<file path="src/assert_macros.svh">
// Concurrent assertion macros for the RTL; only the datapath (lru_dp) includes them.
`ifndef ASSERT_MACROS_SVH
`define ASSERT_MACROS_SVH
`ifndef ASSERT_OFF
`define ASSERT_CLK(lbl, clk, rst_n, prop) \
	lbl: assert property (@(posedge clk) disable iff (!rst_n) prop) \
		else $error("concurrent assertion failed");
`define ASSERT_NEVER(lbl, clk, rst_n, prop) \
	lbl: assert property (@(posedge clk) disable iff (!rst_n) !(prop)) \
		else $error("forbidden condition seen");
`else
`define ASSERT_CLK(lbl, clk, rst_n, prop)
`define ASSERT_NEVER(lbl, clk, rst_n, prop)
`endif
`endif

</file>
<file path="src/lru_pkg.sv">
// Shared constants and controller/datapath interface types for the LRU block.
`timescale 1ns / 1ps
package lru_pkg;

	localparam int DEF_FRAMES    = 8;
	localparam int DEF_PAGE_BITS = 16;
	localparam int CFG_BITS      = 4;
	localparam logic [CFG_BITS-1:0] CFG_RESET = 4'd8;
	localparam int COUNT_BITS    = 32;
	localparam logic [COUNT_BITS-1:0] COUNT_MAX = '1;

	typedef struct packed {
		logic init;    // latch the request and clear the scan trackers
		logic read;    // read frame at the scan index and advance it
		logic commit;  // apply the replacement and present the result
	} lru_cmd_t;

	typedef struct packed {
		logic last;    // scan index is at the last frame in use
	} lru_status_t;

endpackage

</file>
<file path="src/lru_ctrl.sv">
// Sequencer: scan of the frames in use, drain, commit.
`timescale 1ns / 1ps
module lru_ctrl (
	input  logic                 clk,
	input  logic                 arst_n,
	input  logic                 start,
	input  lru_pkg::lru_status_t status,
	output lru_pkg::lru_cmd_t    cmd,
	output logic                 busy
);
	import lru_pkg::*;

	localparam logic [1:0] ST_IDLE   = 2'd0;
	localparam logic [1:0] ST_SCAN   = 2'd1;
	localparam logic [1:0] ST_DRAIN  = 2'd2;
	localparam logic [1:0] ST_UPDATE = 2'd3;

	logic [1:0] state_q;
	logic [1:0] state_d;

	always_comb begin
		state_d    = state_q;
		cmd        = '0;
		case (state_q)
			ST_IDLE: begin
				if (start) begin
					cmd.init = 1'b1;
					state_d  = ST_SCAN;
				end
			end
			ST_SCAN: begin
				cmd.read = 1'b1;
				if (status.last) begin
					state_d = ST_DRAIN;
				end
			end
			// last read word is compared in this cycle
			ST_DRAIN: begin
				state_d = ST_UPDATE;
			end
			ST_UPDATE: begin
				cmd.commit = 1'b1;
				state_d    = ST_IDLE;
			end
			default: begin
				state_d = ST_IDLE;
			end
		endcase
	end

	always_ff @(posedge clk or negedge arst_n) begin
		if (!arst_n) begin
			state_q <= ST_IDLE;
		end else begin
			state_q <= state_d;
		end
	end

	assign busy = (state_q != ST_IDLE);

endmodule

</file>
<file path="src/lru_dp.sv">
// Datapath: page memory, valid/rank cells, scan trackers, counters, result registers.
`timescale 1ns / 1ps
module lru_dp #(
	parameter int FRAMES    = lru_pkg::DEF_FRAMES,
	parameter int PAGE_BITS = lru_pkg::DEF_PAGE_BITS,
	localparam int SLOT_BITS = (FRAMES > 1) ? $clog2(FRAMES) : 1
) (
	input  logic                          clk,
	input  logic                          arst_n,
	input  lru_pkg::lru_cmd_t             cmd,
	output lru_pkg::lru_status_t          status,
	input  logic                          cfg_we,
	input  logic [lru_pkg::CFG_BITS-1:0]  cfg_wdata,
	input  logic [PAGE_BITS-1:0]          page_number,
	output logic                          done,
	output logic                          hit,
	output logic [SLOT_BITS-1:0]          frame_slot,
	output logic                          evicted_valid,
	output logic [PAGE_BITS-1:0]          evicted_page,
	output logic [lru_pkg::COUNT_BITS-1:0] hit_total,
	output logic [lru_pkg::COUNT_BITS-1:0] fault_total
);
	import lru_pkg::*;
	`include "assert_macros.svh"

	localparam int CNT_BITS = $clog2(FRAMES + 1);

	logic [CFG_BITS-1:0]  cfg_q;
	logic [CNT_BITS-1:0]  n_act;

	logic [PAGE_BITS-1:0] page_q;
	logic [CNT_BITS-1:0]  idx_q;
	logic [SLOT_BITS-1:0] idx;

	logic [PAGE_BITS-1:0] mem [FRAMES];
	logic                 valid_q [FRAMES];
	logic [SLOT_BITS-1:0] rank_q [FRAMES];

	logic                 rd_v_s1;
	logic [SLOT_BITS-1:0] rd_idx_s1;
	logic [PAGE_BITS-1:0] rd_page_s1;
	logic                 rd_valid_s1;
	logic [SLOT_BITS-1:0] rd_rank_s1;

	logic                 found_q;
	logic [SLOT_BITS-1:0] found_slot_q;
	logic [SLOT_BITS-1:0] found_rank_q;
	logic [CNT_BITS-1:0]  used_q;
	logic [SLOT_BITS-1:0] worst_rank_q;
	logic [SLOT_BITS-1:0] worst_slot_q;
	logic [PAGE_BITS-1:0] worst_page_q;

	logic [SLOT_BITS-1:0] slot_d;
	logic [CNT_BITS-1:0]  orank_d;
	logic                 evict_d;
	logic [PAGE_BITS-1:0] evpage_d;

	logic [COUNT_BITS-1:0] hit_cnt_q;
	logic [COUNT_BITS-1:0] fault_cnt_q;
	logic                  done_q;
	logic                  hit_q;
	logic [SLOT_BITS-1:0]  slot_q;
	logic                  evict_q;
	logic [PAGE_BITS-1:0]  evpage_q;

	// clamp the frame count to 1..FRAMES
	always_comb begin
		if (cfg_q == '0) begin
			n_act = CNT_BITS'(1);
		end else if (int'(cfg_q) > FRAMES) begin
			n_act = CNT_BITS'(FRAMES);
		end else begin
			n_act = CNT_BITS'(cfg_q);
		end
	end

	assign idx         = idx_q[SLOT_BITS-1:0];
	assign status.last = (idx_q == n_act - CNT_BITS'(1));

	always_ff @(posedge clk or negedge arst_n) begin
		if (!arst_n) begin
			cfg_q <= CFG_RESET;
		end else if (cfg_we) begin
			cfg_q <= cfg_wdata;
		end
	end

	// page memory, registered read
	always_ff @(posedge clk) begin
		if (cmd.read) begin
			rd_page_s1 <= mem[idx];
		end
		if (cmd.commit) begin
			mem[slot_d] <= page_q;
		end
	end

	always_ff @(posedge clk) begin
		if (cmd.init) begin
			page_q <= page_number;
		end
		if (cmd.read) begin
			rd_idx_s1   <= idx;
			rd_valid_s1 <= valid_q[idx];
			rd_rank_s1  <= rank_q[idx];
		end
	end

	// scan index and match / oldest trackers
	always_ff @(posedge clk or negedge arst_n) begin
		if (!arst_n) begin
			idx_q   <= '0;
			rd_v_s1 <= 1'b0;
			found_q <= 1'b0;
			used_q  <= '0;
		end else begin
			rd_v_s1 <= cmd.read;
			if (cmd.init) begin
				idx_q   <= '0;
				found_q <= 1'b0;
				used_q  <= '0;
			end else begin
				if (cmd.read) begin
					idx_q <= idx_q + CNT_BITS'(1);
				end
				if (rd_v_s1 && rd_valid_s1) begin
					used_q <= used_q + CNT_BITS'(1);
					if (!found_q && rd_page_s1 == page_q) begin
						found_q <= 1'b1;
					end
				end
			end
		end
	end

	always_ff @(posedge clk) begin
		if (cmd.init) begin
			worst_rank_q <= '0;
			worst_slot_q <= '0;
		end else if (rd_v_s1) begin
			if (rd_valid_s1 && !found_q && rd_page_s1 == page_q) begin
				found_slot_q <= rd_idx_s1;
				found_rank_q <= rd_rank_s1;
			end
			// ties go to the higher frame
			if (rd_rank_s1 >= worst_rank_q) begin
				worst_rank_q <= rd_rank_s1;
				worst_slot_q <= rd_idx_s1;
				worst_page_q <= rd_page_s1;
			end
		end
	end

	always_comb begin
		evict_d  = 1'b0;
		evpage_d = '0;
		if (found_q) begin
			slot_d  = found_slot_q;
			orank_d = CNT_BITS'(found_rank_q);
		end else if (used_q < n_act) begin
			slot_d  = used_q[SLOT_BITS-1:0];
			orank_d = used_q;
		end else begin
			slot_d   = worst_slot_q;
			orank_d  = CNT_BITS'(worst_rank_q);
			evict_d  = 1'b1;
			evpage_d = worst_page_q;
		end
	end

	// recency cells: age everything younger than the touched frame
	always_ff @(posedge clk or negedge arst_n) begin
		if (!arst_n) begin
			for (int i = 0; i < FRAMES; i++) begin
				valid_q[i] <= 1'b0;
				rank_q[i]  <= '0;
			end
		end else if (cfg_we) begin
			for (int i = 0; i < FRAMES; i++) begin
				valid_q[i] <= 1'b0;
				rank_q[i]  <= '0;
			end
		end else if (cmd.commit) begin
			for (int i = 0; i < FRAMES; i++) begin
				if (SLOT_BITS'(i) == slot_d) begin
					valid_q[i] <= 1'b1;
					rank_q[i]  <= '0;
				end else if (valid_q[i] && CNT_BITS'(rank_q[i]) < orank_d) begin
					rank_q[i] <= rank_q[i] + SLOT_BITS'(1);
				end
			end
		end
	end

	always_ff @(posedge clk or negedge arst_n) begin
		if (!arst_n) begin
			hit_cnt_q   <= '0;
			fault_cnt_q <= '0;
			done_q      <= 1'b0;
		end else begin
			done_q <= cmd.commit;
			if (cmd.commit) begin
				if (found_q) begin
					if (hit_cnt_q != COUNT_MAX) begin
						hit_cnt_q <= hit_cnt_q + COUNT_BITS'(1);
					end
				end else if (fault_cnt_q != COUNT_MAX) begin
					fault_cnt_q <= fault_cnt_q + COUNT_BITS'(1);
				end
			end
		end
	end

	always_ff @(posedge clk) begin
		if (cmd.commit) begin
			hit_q    <= found_q;
			slot_q   <= slot_d;
			evict_q  <= evict_d;
			evpage_q <= evpage_d;
		end
	end

	assign done          = done_q;
	assign hit           = hit_q;
	assign frame_slot    = slot_q;
	assign evicted_valid = evict_q;
	assign evicted_page  = evpage_q;
	assign hit_total     = hit_cnt_q;
	assign fault_total   = fault_cnt_q;

	`ASSERT_CLK(a_done_after_commit, clk, arst_n, cmd.commit |=> done_q)
	`ASSERT_NEVER(a_done_single, clk, arst_n, done_q && $past(done_q))
	`ASSERT_CLK(a_slot_valid, clk, arst_n, (cmd.commit && !cfg_we) |=> valid_q[$past(slot_d)])
	`ASSERT_CLK(a_count_moves, clk, arst_n,
		cmd.commit |=> (hit_cnt_q != $past(hit_cnt_q)) || (fault_cnt_q != $past(fault_cnt_q)) ||
		(hit_cnt_q == COUNT_MAX) || (fault_cnt_q == COUNT_MAX))

endmodule

</file>
<file path="src/lru_page_replacement.sv">
// LRU page replacement: one page request in, one hit/fault result out.
// Steps: latch the request, scan the n frames in use (n = 1..FRAMES), drain, commit, done.
// A new request is taken only back in idle; the frame scan reads one memory word per cycle.
// done is high for one cycle; the receiver cannot stall, a new request may start meanwhile.
// Reset (arst_n low): frames empty, counts zero, frame count 8; a config write empties frames.
`timescale 1ns / 1ps
module lru_page_replacement #(
	parameter int FRAMES    = lru_pkg::DEF_FRAMES,
	parameter int PAGE_BITS = lru_pkg::DEF_PAGE_BITS,
	localparam int SLOT_BITS = (FRAMES > 1) ? $clog2(FRAMES) : 1
) (
	input  logic                           clk,
	input  logic                           arst_n,
	input  logic                           start,
	output logic                           busy,
	input  logic [PAGE_BITS-1:0]           page_number,
	input  logic                           cfg_we,
	input  logic [lru_pkg::CFG_BITS-1:0]   cfg_wdata,
	output logic                           done,
	output logic                           hit,
	output logic [SLOT_BITS-1:0]           frame_slot,
	output logic                           evicted_valid,
	output logic [PAGE_BITS-1:0]           evicted_page,
	output logic [lru_pkg::COUNT_BITS-1:0] hit_total,
	output logic [lru_pkg::COUNT_BITS-1:0] fault_total
);
	import lru_pkg::*;

	lru_cmd_t    cmd;
	lru_status_t status;

	lru_ctrl u_ctrl (
		.clk    (clk),
		.arst_n (arst_n),
		.start  (start),
		.status (status),
		.cmd    (cmd),
		.busy   (busy)
	);

	lru_dp #(
		.FRAMES    (FRAMES),
		.PAGE_BITS (PAGE_BITS)
	) u_dp (
		.clk           (clk),
		.arst_n        (arst_n),
		.cmd           (cmd),
		.status        (status),
		.cfg_we        (cfg_we),
		.cfg_wdata     (cfg_wdata),
		.page_number   (page_number),
		.done          (done),
		.hit           (hit),
		.frame_slot    (frame_slot),
		.evicted_valid (evicted_valid),
		.evicted_page  (evicted_page),
		.hit_total     (hit_total),
		.fault_total   (fault_total)
	);

endmodule

</file>
<file path="config.mk">
export PLATFORM = sky130hd
export DESIGN_NAME = lru_page_replacement
export DESIGN_NICKNAME = d
export VERILOG_FILES = /design/src/lru_pkg.sv /design/src/lru_ctrl.sv /design/src/lru_dp.sv /design/src/lru_page_replacement.sv
export VERILOG_INCLUDE_DIRS = /design/src /design/src/src
export SDC_FILE = /design/constraint.sdc
export NUM_CORES = 1
export LEC_CHECK = 0
export ABC_AREA = 1
export BUFFER_PORTS_ARGS = -buffer_cell sky130_fd_sc_hd__buf_2
export CORE_UTILIZATION = 48
export CTS_CLUSTER_SIZE = 25
export DETAILED_ROUTE_END_ITERATION = 12
export GPL_TIMING_DRIVEN = 0
export HOLD_SLACK_MARGIN = 0.03
export PLACE_DENSITY = 0.65
export REMOVE_ABC_BUFFERS = 1
export SLEW_MARGIN = 20
export SYNTH_ARGS = -nofsm -noshare
export SYNTH_HDL_FRONTEND = slang
export SYNTH_SLANG_ARGS = --single-unit
</file>
<file path="constraint.sdc">
create_clock -name clk -period 8.39 [get_ports clk]
set_clock_uncertainty 0.15 [all_clocks]
set_input_delay 0.4195 -clock clk [delete_from_list [all_inputs] [get_ports clk]]
set_output_delay 0.4195 -clock clk [all_outputs]
set_load 0.01 [all_outputs]
</file>
Word level (Yosys, flattened, before mapping)
Memory sizes are Yosys's and may differ from the RTL's. A register that Yosys moved wholly into a read port is not among the register bits.
Index checks and enable logic that the tools add are counted.
{"block": "classes", "addsub": 13, "multipliers": 0, "div_mod_pow": 0, "magnitude_cmp": 12, "n_eq_ne": 16, "n_shift": 0, "n_mux": 57, "bitwise": 3, "reduce_logical": 61}
{"cell": "adder 32 x 1 -> 32 bit, second input constant", "count": 2}
{"cell": "!= test 32 bit, second input constant", "count": 2}
{"cell": "2-to-1 mux 3 bit", "count": 20}
{"cell": "2-to-1 mux 24 bit", "count": 2}
{"cell": "AND reduction 2 bit", "count": 19}
{"cell": "less-than comparator 3 x 4 -> 1 bit", "count": 8}
{"cell": "2-to-1 mux 4 bit", "count": 8}
{"cell": "nonzero test 2 bit", "count": 13}
{"cell": "adder 3 x 1 -> 3 bit, second input constant", "count": 8}
{"cell": "nonzero test 3 bit", "count": 8}
{"cell": "2-to-1 mux 1 bit", "count": 20}
{"cell": "equality test 16 bit", "count": 1}
{"cell": "2-to-1 mux 8 bit", "count": 2}
{"cell": "equality test 3 bit, first input constant", "count": 4}
{"cell": "logical AND 1 bit", "count": 12}
{"cell": "AND reduction 3 bit", "count": 4}
{"cell": "binary-select mux 3 bit (select 3 bit)", "count": 1}
{"cell": "adder 4 x 1 -> 4 bit, second input constant", "count": 2}
{"cell": "case mux 2 bit (4 select lines)", "count": 1}
{"cell": "equality test 2 x 3 -> 1 bit, first input constant", "count": 2}
{"cell": "equality test 2 bit, second input constant", "count": 2}
{"cell": "equality test 4 bit", "count": 1}
{"cell": "greater-or-equal comparator 4 bit, second input constant", "count": 1}
{"cell": "> comparator 4 bit, second input constant", "count": 1}
{"cell": "15 further kinds", "count": 18}
{"block": "totals", "reg_bits": 185, "latchBits": 0, "mem_bits_rw": 128, "mem_bits_ro": 0, "inputBits": 24, "out_inout_bits": 87, "wordCells": 201, "n_memories": 1}
{"memory": "u_dp.mem", "depth": 8, "width": 16, "read_ports": 1, "rd_clocked_by_memory_dff": 1, "wr": 1, "line_no": "lru_dp.sv:35", "rtl": "logic [PAGE_BITS-1:0] mem [FRAMES];"}

Logic depth before layout (Yosys ltp)
Gate-level depths: netlist (run 1).
{"block": "logic_depth", "depth_word": 12, "depth_mapped": 20, "ltp_nobuf": 20}

Cells and area by module
From an unflattened synthesis (run 1), not the netlist that was laid out.
{"block": "unflattened", "hier_cells": 1470, "hier_area_um2": 14999.4}
{"mod": "lru_dp", "n_inst": 1, "cells_each": 1444, "area_each_um2": 14808.0}
{"mod": "lru_ctrl", "n_inst": 1, "cells_each": 26, "area_each_um2": 191.4}

Worst setup path after synthesis (run 1)
OpenSTA, ideal clock, no wires.
{"block": "synth_timing", "kind": "reg2reg", "from": "register u_dp.cfg_q[3]", "to": "register u_dp.rank_q[2] in the netlist's numbering", "arrival_ps": 2847, "slack_ps": 5276, "stages_incl_launch_ff": 20, "path_cell_list": "dfstp_2 inv_1 ha_1 nand2_1 inv_1 nand2_2 nand2_2 inv_2 nor2_1 clkinv_1 o21ai_0 ha_1 nand2_1 nand2_1 nand2_1 nand2_1 nand2_4 nand2_2 nand2_1 nand2_1"}
{"block": "synth_via", "elab_chain_len": 10, "word_cells_on_any_way": 17, "classes_between": "order compare: 3; eq/ne: 1; mux: 9; reduce/logical: 4"}
{"element": "start, declared", "line_no": "lru_dp.sv:28", "rtl": "logic [CFG_BITS-1:0] cfg_q;"}
{"element": "start signal, assigned", "line_no": "lru_dp.sv:84", "rtl": "cfg_q <= cfg_wdata;"}
{"element": "> comparator 4 bit", "line_no": "lru_dp.sv:70", "rtl": "end else if (int'(cfg_q) > FRAMES) begin"}
{"element": "2-to-1 mux 4 bit", "line_no": "lru_dp.sv:70"}
{"element": "2-to-1 mux 4 bit *", "line_no": "lru_dp.sv:68", "rtl": "if (cfg_q == '0) begin"}
{"element": "less-than comparator 4 bit *", "line_no": "lru_dp.sv:160", "rtl": "end else if (used_q < n_act) begin"}
{"element": "2-to-1 mux 4 bit / 2-to-1 mux 3 bit (equally long branches)", "line_no": "lru_dp.sv:160"}
{"element": "2-to-1 mux 4 bit / 2-to-1 mux 3 bit (equally long branches)", "line_no": "lru_dp.sv:157", "rtl": "if (found_q) begin"}
{"element": "less-than comparator 3 x 4 -> 1 bit / equality test 3 bit (equally long branches)", "line_no": "lru_dp.sv:188, lru_dp.sv:185"}
{"element": "logical AND 1 bit / 2-to-1 mux 3 bit (equally long branches)", "line_no": "lru_dp.sv:188, lru_dp.sv:185"}
{"element": "nonzero test 3 bit (no source line) / 2-to-1 mux 24 bit (equally long branches)"}
{"element": "AND reduction 2 bit (no source line) / 2-to-1 mux 24 bit (equally long branches)"}
{"element": "end signal, assigned by index", "line_no": "lru_dp.sv:189", "rtl": "rank_q[i] <= rank_q[i] + SLOT_BITS'(1);"}
{"element": "end, declared", "line_no": "lru_dp.sv:37", "rtl": "logic [SLOT_BITS-1:0] rank_q [FRAMES];"}
Mark *: on every way between the ends. The rest lies on a longest branch, timed or not. The select of a mux whose other input is x is not followed.
A chain may end at the register's enable or synchronous reset.

Worst setup path in the final report (run 1)
{"block": "layout_timing", "from": "register u_dp.cfg_q[3]", "to": "register u_dp.rank_q[5] in the netlist's numbering"}
Same word-level chain as after synthesis.

==> results_dict.tcl, run 1 <==
set metrics [dict create \
    io_buffers 110 \
    die_w_um 181 \
    path_class "flip-flop to flip-flop" \
    fmax_ghz 0.238 \
    tns_ps 0 \
    nets 1720 \
    grt.total_usage_pct 22.0 \
    r2r-start "u_dp.cfg_q[3]" \
    clock_latency_ps 530 \
    cp-start-kind "flip-flop" \
    clock_sinks 329 \
    hold-path-cell-count 3 \
    required_ps 8630 \
    area_growth_pct 15.5 \
    syn_avg_cell_area_um2 10.1 \
    cap_violations 0 \
    synth.cell_area_mm2 0.0154 \
    rows 65 \
    end_kind "flip-flop" \
    drt-total-wl_mm 35.6 \
    fillCellCount 2755 \
    ys_seq_area_share_pct 60.1 \
    cts_root_buf "clkbuf_16" \
    cp_max_fo 18 \
    grt_pass1_vias 10600 \
    die_area_mm2 0.0328 \
    antennaDiodeCount 0 \
    worst_slew_pin_slew_ps 1030 \
    status "completed" \
    grt_pass1_wl_mm 56.8 \
    final-hold-violation-count 0 \
    dr_total_vias 11000 \
    antenna_found_initial 0 \
    core_area_mm2 0.0316 \
    power.density_mw_per_mm2 325 \
    cts_tree "done" \
    synthCells 1522 \
    maxSlewViolCount 0 \
    min_period_ps 4210 \
    initial_core_util_pct 48.8 \
    drive_gt1_share_pct 15.5 \
    place_ws_ps 4150 \
    ys_top_cells_by_area "edfxtp_1 (41%), dfrtp_1 (18%), nand2_1 (6.4%), nor2_1 (5.2%), inv_1 (3.6%)" \
    min-delay-start "cfg_we" \
    setup_viol 0 \
    drt_first_pass_iters 5 \
    avgRoutedWirePerCell_um 17.1 \
    yosysTopAreaCell "edfxtp_1" \
    r2r_cells 19 \
    grt.overflow.total 0 \
    drc_errors 0 \
    slew_headroom_pct 31.0 \
    worstHoldEndpoint "u_dp.cfg_q[3]" \
    ir_drop_uv 179 \
    min_path_type "primary input to flip-flop" \
    via_per_inst 5.26 \
    p_leak_nw 7.60 \
    rrSetupSlack_ps 4180 \
    total_power_w 0.00578 \
    timing.rr.end "u_dp.rank_q[5]" \
    synth_top_area_share_pct 40.9 \
    cts.reportedPaths.clkPinSlew_ps 50 \
    numCtsBuffers 38 \
    critical_path_arrival_ps 4450 \
    fin_crit_sh_pct 50.1 \
    ios 111 \
    drtAntennaViolNets 0 \
    dp.final_hpwl_mm 22.7 \
    cts_setup_buffers 0 \
    ys_seq_elements 329 \
    chipHeight_um 181 \
    grt_max_degree 79 \
    drt_iter0_markers 773 \
    cts_max_path_buffers 3 \
    h-tree-depth 2 \
    synth.distinct_cells 48 \
    place_congestion 0.883 \
    synth_warnings 0 \
    rsz0062_at_grt "no" \
    final_util_pct 56.4 \
    layout_setup_ws_ps 4180 \
]
==> where the power goes <==
part	internal, W	switching [W]	leakage, nW	total (W)
Sequential	0.00220	0.000241	3.50	0.00244
Clock	0.000874	0.000648	0.562	0.00152
Combinational	0.000602	0.00121	3.54	0.00181
==> cells in the mapped netlist, drive strengths merged <==
master / instances
edfxtp: 210
o31ai: 1
a21oi: 37
dfxtp: 6
nor3b: 2
nor2: 230
o21ai: 103
o2111ai: 1
xor2: 51
a31oi: 21
clkbuf: 34
nand2: 302
o211ai: 1
nand3: 67
nor4b: 1
a211oi: 1
o22ai: 21
dfrtp: 112
a221oi: 3
nor4: 18
nor3: 35
dfstp: 1
o21bai: 1
nand3b: 1
ha: 40
nand4: 20
clkinv: 4
buf: 12
or2: 2
xnor2: 29
inv: 155
==> cell usage in the layout, fill, tap and decap left out, drive strengths merged <==
| master | n |
|---|---|
| a211oi | 1 |
| nand2 | 302 |
| nor3b | 2 |
| nor2 | 230 |
| dfstp | 1 |
| edfxtp | 210 |
| nand3 | 67 |
| a221oi | 3 |
| buf | 119 |
| clkinv | 21 |
| inv | 156 |
| nand3b | 1 |
| xor2 | 51 |
| o21bai | 1 |
| nor3 | 35 |
| nand4 | 20 |
| clkbuf | 50 |
| o31ai | 1 |
| nor4b | 1 |
| o22ai | 21 |
| clkinvlp | 1 |
| bufinv | 1 |
| o2111ai | 1 |
| or2 | 2 |
| dlygate4sd3 | 21 |
| dfxtp | 6 |
| ha | 40 |
| nor4 | 18 |
| o211ai | 1 |
| dfrtp | 112 |
| a31oi | 21 |
| o21ai | 103 |
| a21oi | 37 |
| xnor2 | 29 |
==> timing repair <==
action / 4_1_cts / 5_1_grt
gates resized for setup: 0 / 0
hold endpoints to repair: 74 / 0
hold buffers: 21 / 0
==> cell type report <==
cell class / instances / area (µm²) / area share [%]
timing repair buffer: 140 / 941 / 5.29
inverter: 159 / 602 / 3.38
tap: 402 / 503 / 2.83
multi-input combinational: 988 / 5340 / 30.0
clock buffer: 50 / 996 / 5.60
clock inverter: 20 / 145 / 0.816
sequential: 329 / 9260 / 52.1
==> flip-flops by register name (all words and copies together) (netlist names), 4 cells and up <==
register	count
u_dp.used_q	4
u_dp.mem	128
u_dp.idx_q	4
u_dp.rd_page_s1	16
u_dp.fault_total	32
u_dp.hit_total	32
u_dp.evicted_page	16
u_dp.valid_q	8
u_dp.cfg_q	4
u_dp.worst_page_q	16
u_dp.page_q	16
u_dp.rank_q	24
==> worst max-delay path, stage by stage, from the launching register on <==
cell	delay [ps]
dfstp_2	510
inv_1	80
ha_1	310
nand2_1	50
inv_1	50
nand2_2	80
nand2_2	130
inv_2	50
nor2_1	130
clkinv_1	570
o21ai_1	1020
ha_1	370
nand2_1	70
inv_1	50
nand2_1	60
nand2_1	60
nand2_2	90
nand2_2	70
nand2_1	100
nand2_1	60
==> per-layer routing <==
| metal | up-vias | global-route usage (%) | wire, µm |
|---|---|---|---|
| met5 | - | 0 | 0 |
| met4 | 0 | 6.81 | 939 |
| met3 | 62 | 3.18 | 2140 |
| met2 | 329 | 36.8 | 16800 |
| met1 | 5215 | 29.6 | 15700 |
| li1 | 5384 | - | - |
==> worst max-delay path by stage <==
stage                        startpoint  slack [ps]  depth (start not counted)                  to
after floorplan           u_dp.idx_q[0]        4710                          5  u_dp.rd_page_s1[0]
after global placement    u_dp.idx_q[0]        2100                          5  u_dp.rd_rank_s1[2]
after detailed placement  u_dp.cfg_q[3]        4150                         19      u_dp.rank_q[5]
after CTS                 u_dp.cfg_q[3]        4140                         19      u_dp.rank_q[5]
after global routing      u_dp.cfg_q[3]        3820                         20      u_dp.rank_q[5]
final                     u_dp.cfg_q[3]        4180                         19      u_dp.rank_q[5]
==> cell families after synthesis <==
group           after synthesis  synth area share [%]
fa+ha+maj                    40                  3.25
compound gates              190                  6.75
simple gates                678                  20.0
buf+inv                     205                  5.34
xor+xnor                     80                  4.55
flops                       329                  60.1
==> through the flow <==
| step | instances | hold WS (ps) | cell area (µm²) |
|---|---|---|---|
| final | 2088 | 156 | 17800 |
| after global routing | 2088 | 178 | 17800 |
| after CTS | 2088 | 130 | 17800 |
| after detailed placement | 1997 | 270 | 16400 |
| after global placement | 1988 | 276 | 16200 |
| after floorplan | 1476 | -26.1 | 15200 |
Note: power is estimated with default switching activity, not from simulation.
==> run 2: changes to the inputs <==
Settings changed: PLACE_DENSITY 0.65 to 0.67.
Clock period 8.39 ns to 3.41 ns, I/O delays scaled along.
==> run 2 against run 1 <==
  * Critical path type unchanged
  * Count of clock-buffer cells in the layout down 4
  * Via count up 1.8%
  * Global-route usage up 0.25 points
  * Sequential share of layout area down 0.39 points
  * First-iteration DRC count up 2.6%
  * Combinational power up 150%
  * Clock power up 150%
==> results_dict.tcl, run 2 (synthesis gave the netlist of run 1 again) <==
set metrics [dict create \
    detailed_place.area_mm2 0.0164 \
    cts.reportedPaths.clkPinSlew_ps 60 \
    path_class "flip-flop to flip-flop" \
    required_ps 3400 \
    final_util_pct 56.8 \
    drt_first_pass_iters 5 \
    cp-start-kind "flip-flop" \
    routed.top_layer "met4" \
    largest-register "u_dp.mem" \
    cts_tree "done" \
    via_per_inst 5.35 \
    rows 65 \
    cts_root_buf "clkbuf_16" \
    dr_total_vias 11200 \
    drt-total-wl_mm 35.9 \
    final_cell_mix "nand2_1 (260), nor2_1 (213), edfxtp_1 (210), inv_1 (143)" \
    io_buffers 110 \
    largest_reg_flops 128 \
    place_ws_ps -589 \
    grt_max_degree 79 \
    chipHeight_um 181 \
    design_area_mm2 0.0179 \
    final_common_cell "nand2_1" \
    grt.overflow.total 0 \
    p_leak_nw 7.61 \
    clock_latency_ps 520 \
    wl_met2_mm 17.3 \
    cap_violations 0 \
    drtAntennaViolNets 0 \
    die_area_mm2 0.0328 \
    cts_max_path_buffers 3 \
    ir_drop_uv 498 \
    rsz0062_at_grt "no" \
    antenna_found_initial 0 \
    layout_setup_ws_ps 212 \
    drt_iter0_markers 793 \
    ios 111 \
    fmax_ghz 0.313 \
    place_congestion 0.880 \
    maxSlewViolCount 0 \
    grt_pass1_wl_mm 57.6 \
    core_area_mm2 0.0316 \
    area_growth_pct 16.4 \
    die_w_um 181 \
    fin_crit_sh_pct 93.8 \
    avgRoutedWirePerCell_um 17.2 \
    drc_errors 0 \
    dp.final_hpwl_mm 22.7 \
    final-hold-violation-count 0 \
    route.met3.wl_mm 1.97 \
    grt_pass1_vias 11100 \
    slew_headroom_pct 26.4 \
    power.density_mw_per_mm2 799 \
    fillCellCount 2679 \
    cp_max_fo 16 \
    end_kind "flip-flop" \
    antennaDiodeCount 0 \
    tns_ps 0 \
    wl_met1_mm 15.7 \
    total_power_w 0.0143 \
    numCtsBuffers 36 \
    critical_path_arrival_ps 3190 \
    setup_viol 0 \
    nets 1729 \
    min_period_ps 3200 \
    worst_slew_pin_slew_ps 1100 \
    h-tree-depth 2 \
    status "completed" \
    r2r_cells 9 \
    grt.total_usage_pct 22.2 \
    min_path_type "primary input to async pin" \
    drive_gt1_share_pct 15.9 \
    initial_core_util_pct 48.8 \
    clock_sinks 329 \
]
[run 2: cell types whose count changed in the layout (fill, tap and decap cells not counted), moves of 3 or more]
cell / delta
dlygate4sd3_1: +8
clkinv_1: -4
clkinvlp_4: +4
buf_4: +3
clkbuf_1: -3
clkinv_2: -3
inv_1: -3
[run 2: routing by layer]
layer | vias to the layer above | global-route usage [%]
met2 | 347 | 37.6
met1 | 5375 | 29.2
li1 | 5403 | -
met3 | 58 | 3.27
met4 | 0 | 7.69
met5 | - | 0
[run 2: area by class of cell]
cell class / instances / area, µm² / area share [%]
inverter: 159 / 631 / 3.52
tap: 402 / 503 / 2.81
timing repair buffer: 151 / 1040 / 5.78
sequential: 329 / 9260 / 51.7
clock buffer: 46 / 960 / 5.35
multi-input combinational: 988 / 5370 / 30.0
clock inverter: 16 / 166 / 0.928
[run 2: power breakdown]
| group | switching [W] | leakage, nW | internal [W] |
|---|---|---|---|
| sequential | 0.000623 | 3.50 | 0.00541 |
| combinational | 0.00299 | 3.56 | 0.00153 |
| clock | 0.00155 | 0.553 | 0.00222 |
| total | 0.00516 | 7.61 | 0.00916 |
[run 2: per-stage QoR]
| step | hold slack [ps] | cells |
|---|---|---|
| 2_1_floorplan | -275 | 1476 |
| 3_3_place_gp | 197 | 1988 |
| 3_5_place_dp | -13.4 | 1997 |
| 4_1_cts | 52.6 | 2089 |
| 5_1_grt | 89.9 | 2091 |
| 6_report | 75.4 | 2091 |
[run 2: critical path: stages, from the launching register on]
cell	delay [ps]
dfstp_2	510
inv_1	90
ha_1	320
a21oi_2	230
nand2_2	140
nand2_1	80
nand2_1	60
nand2_2	300
nand4_1	180
inv_1	740
[run 2: worst paths after layout]
check                                       end  slack (ps)               from
max                             u_dp.mem[7][11]         210      u_dp.cfg_q[3]
min                          u_dp.hit_total[20]          80             arst_n
max reg2reg                     u_dp.mem[7][11]         210      u_dp.cfg_q[3]
min reg2reg                u_dp.found_slot_q[0]         290  u_dp.rd_idx_s1[0]
max in group asynchronous         u_dp.idx_q[1]        2690             arst_n
min in group clk                 u_dp.page_q[2]         210     page_number[2]
[run 2: repair_timing]
action                                  in CTS  in global routing
hold endpoints to repair                   142                  0
hold buffers                                30                  0
resized for setup                            7                  5
pin swaps                                    0                  2
endpoints found under the setup margin      40                152
buffers inserted                             0                  2
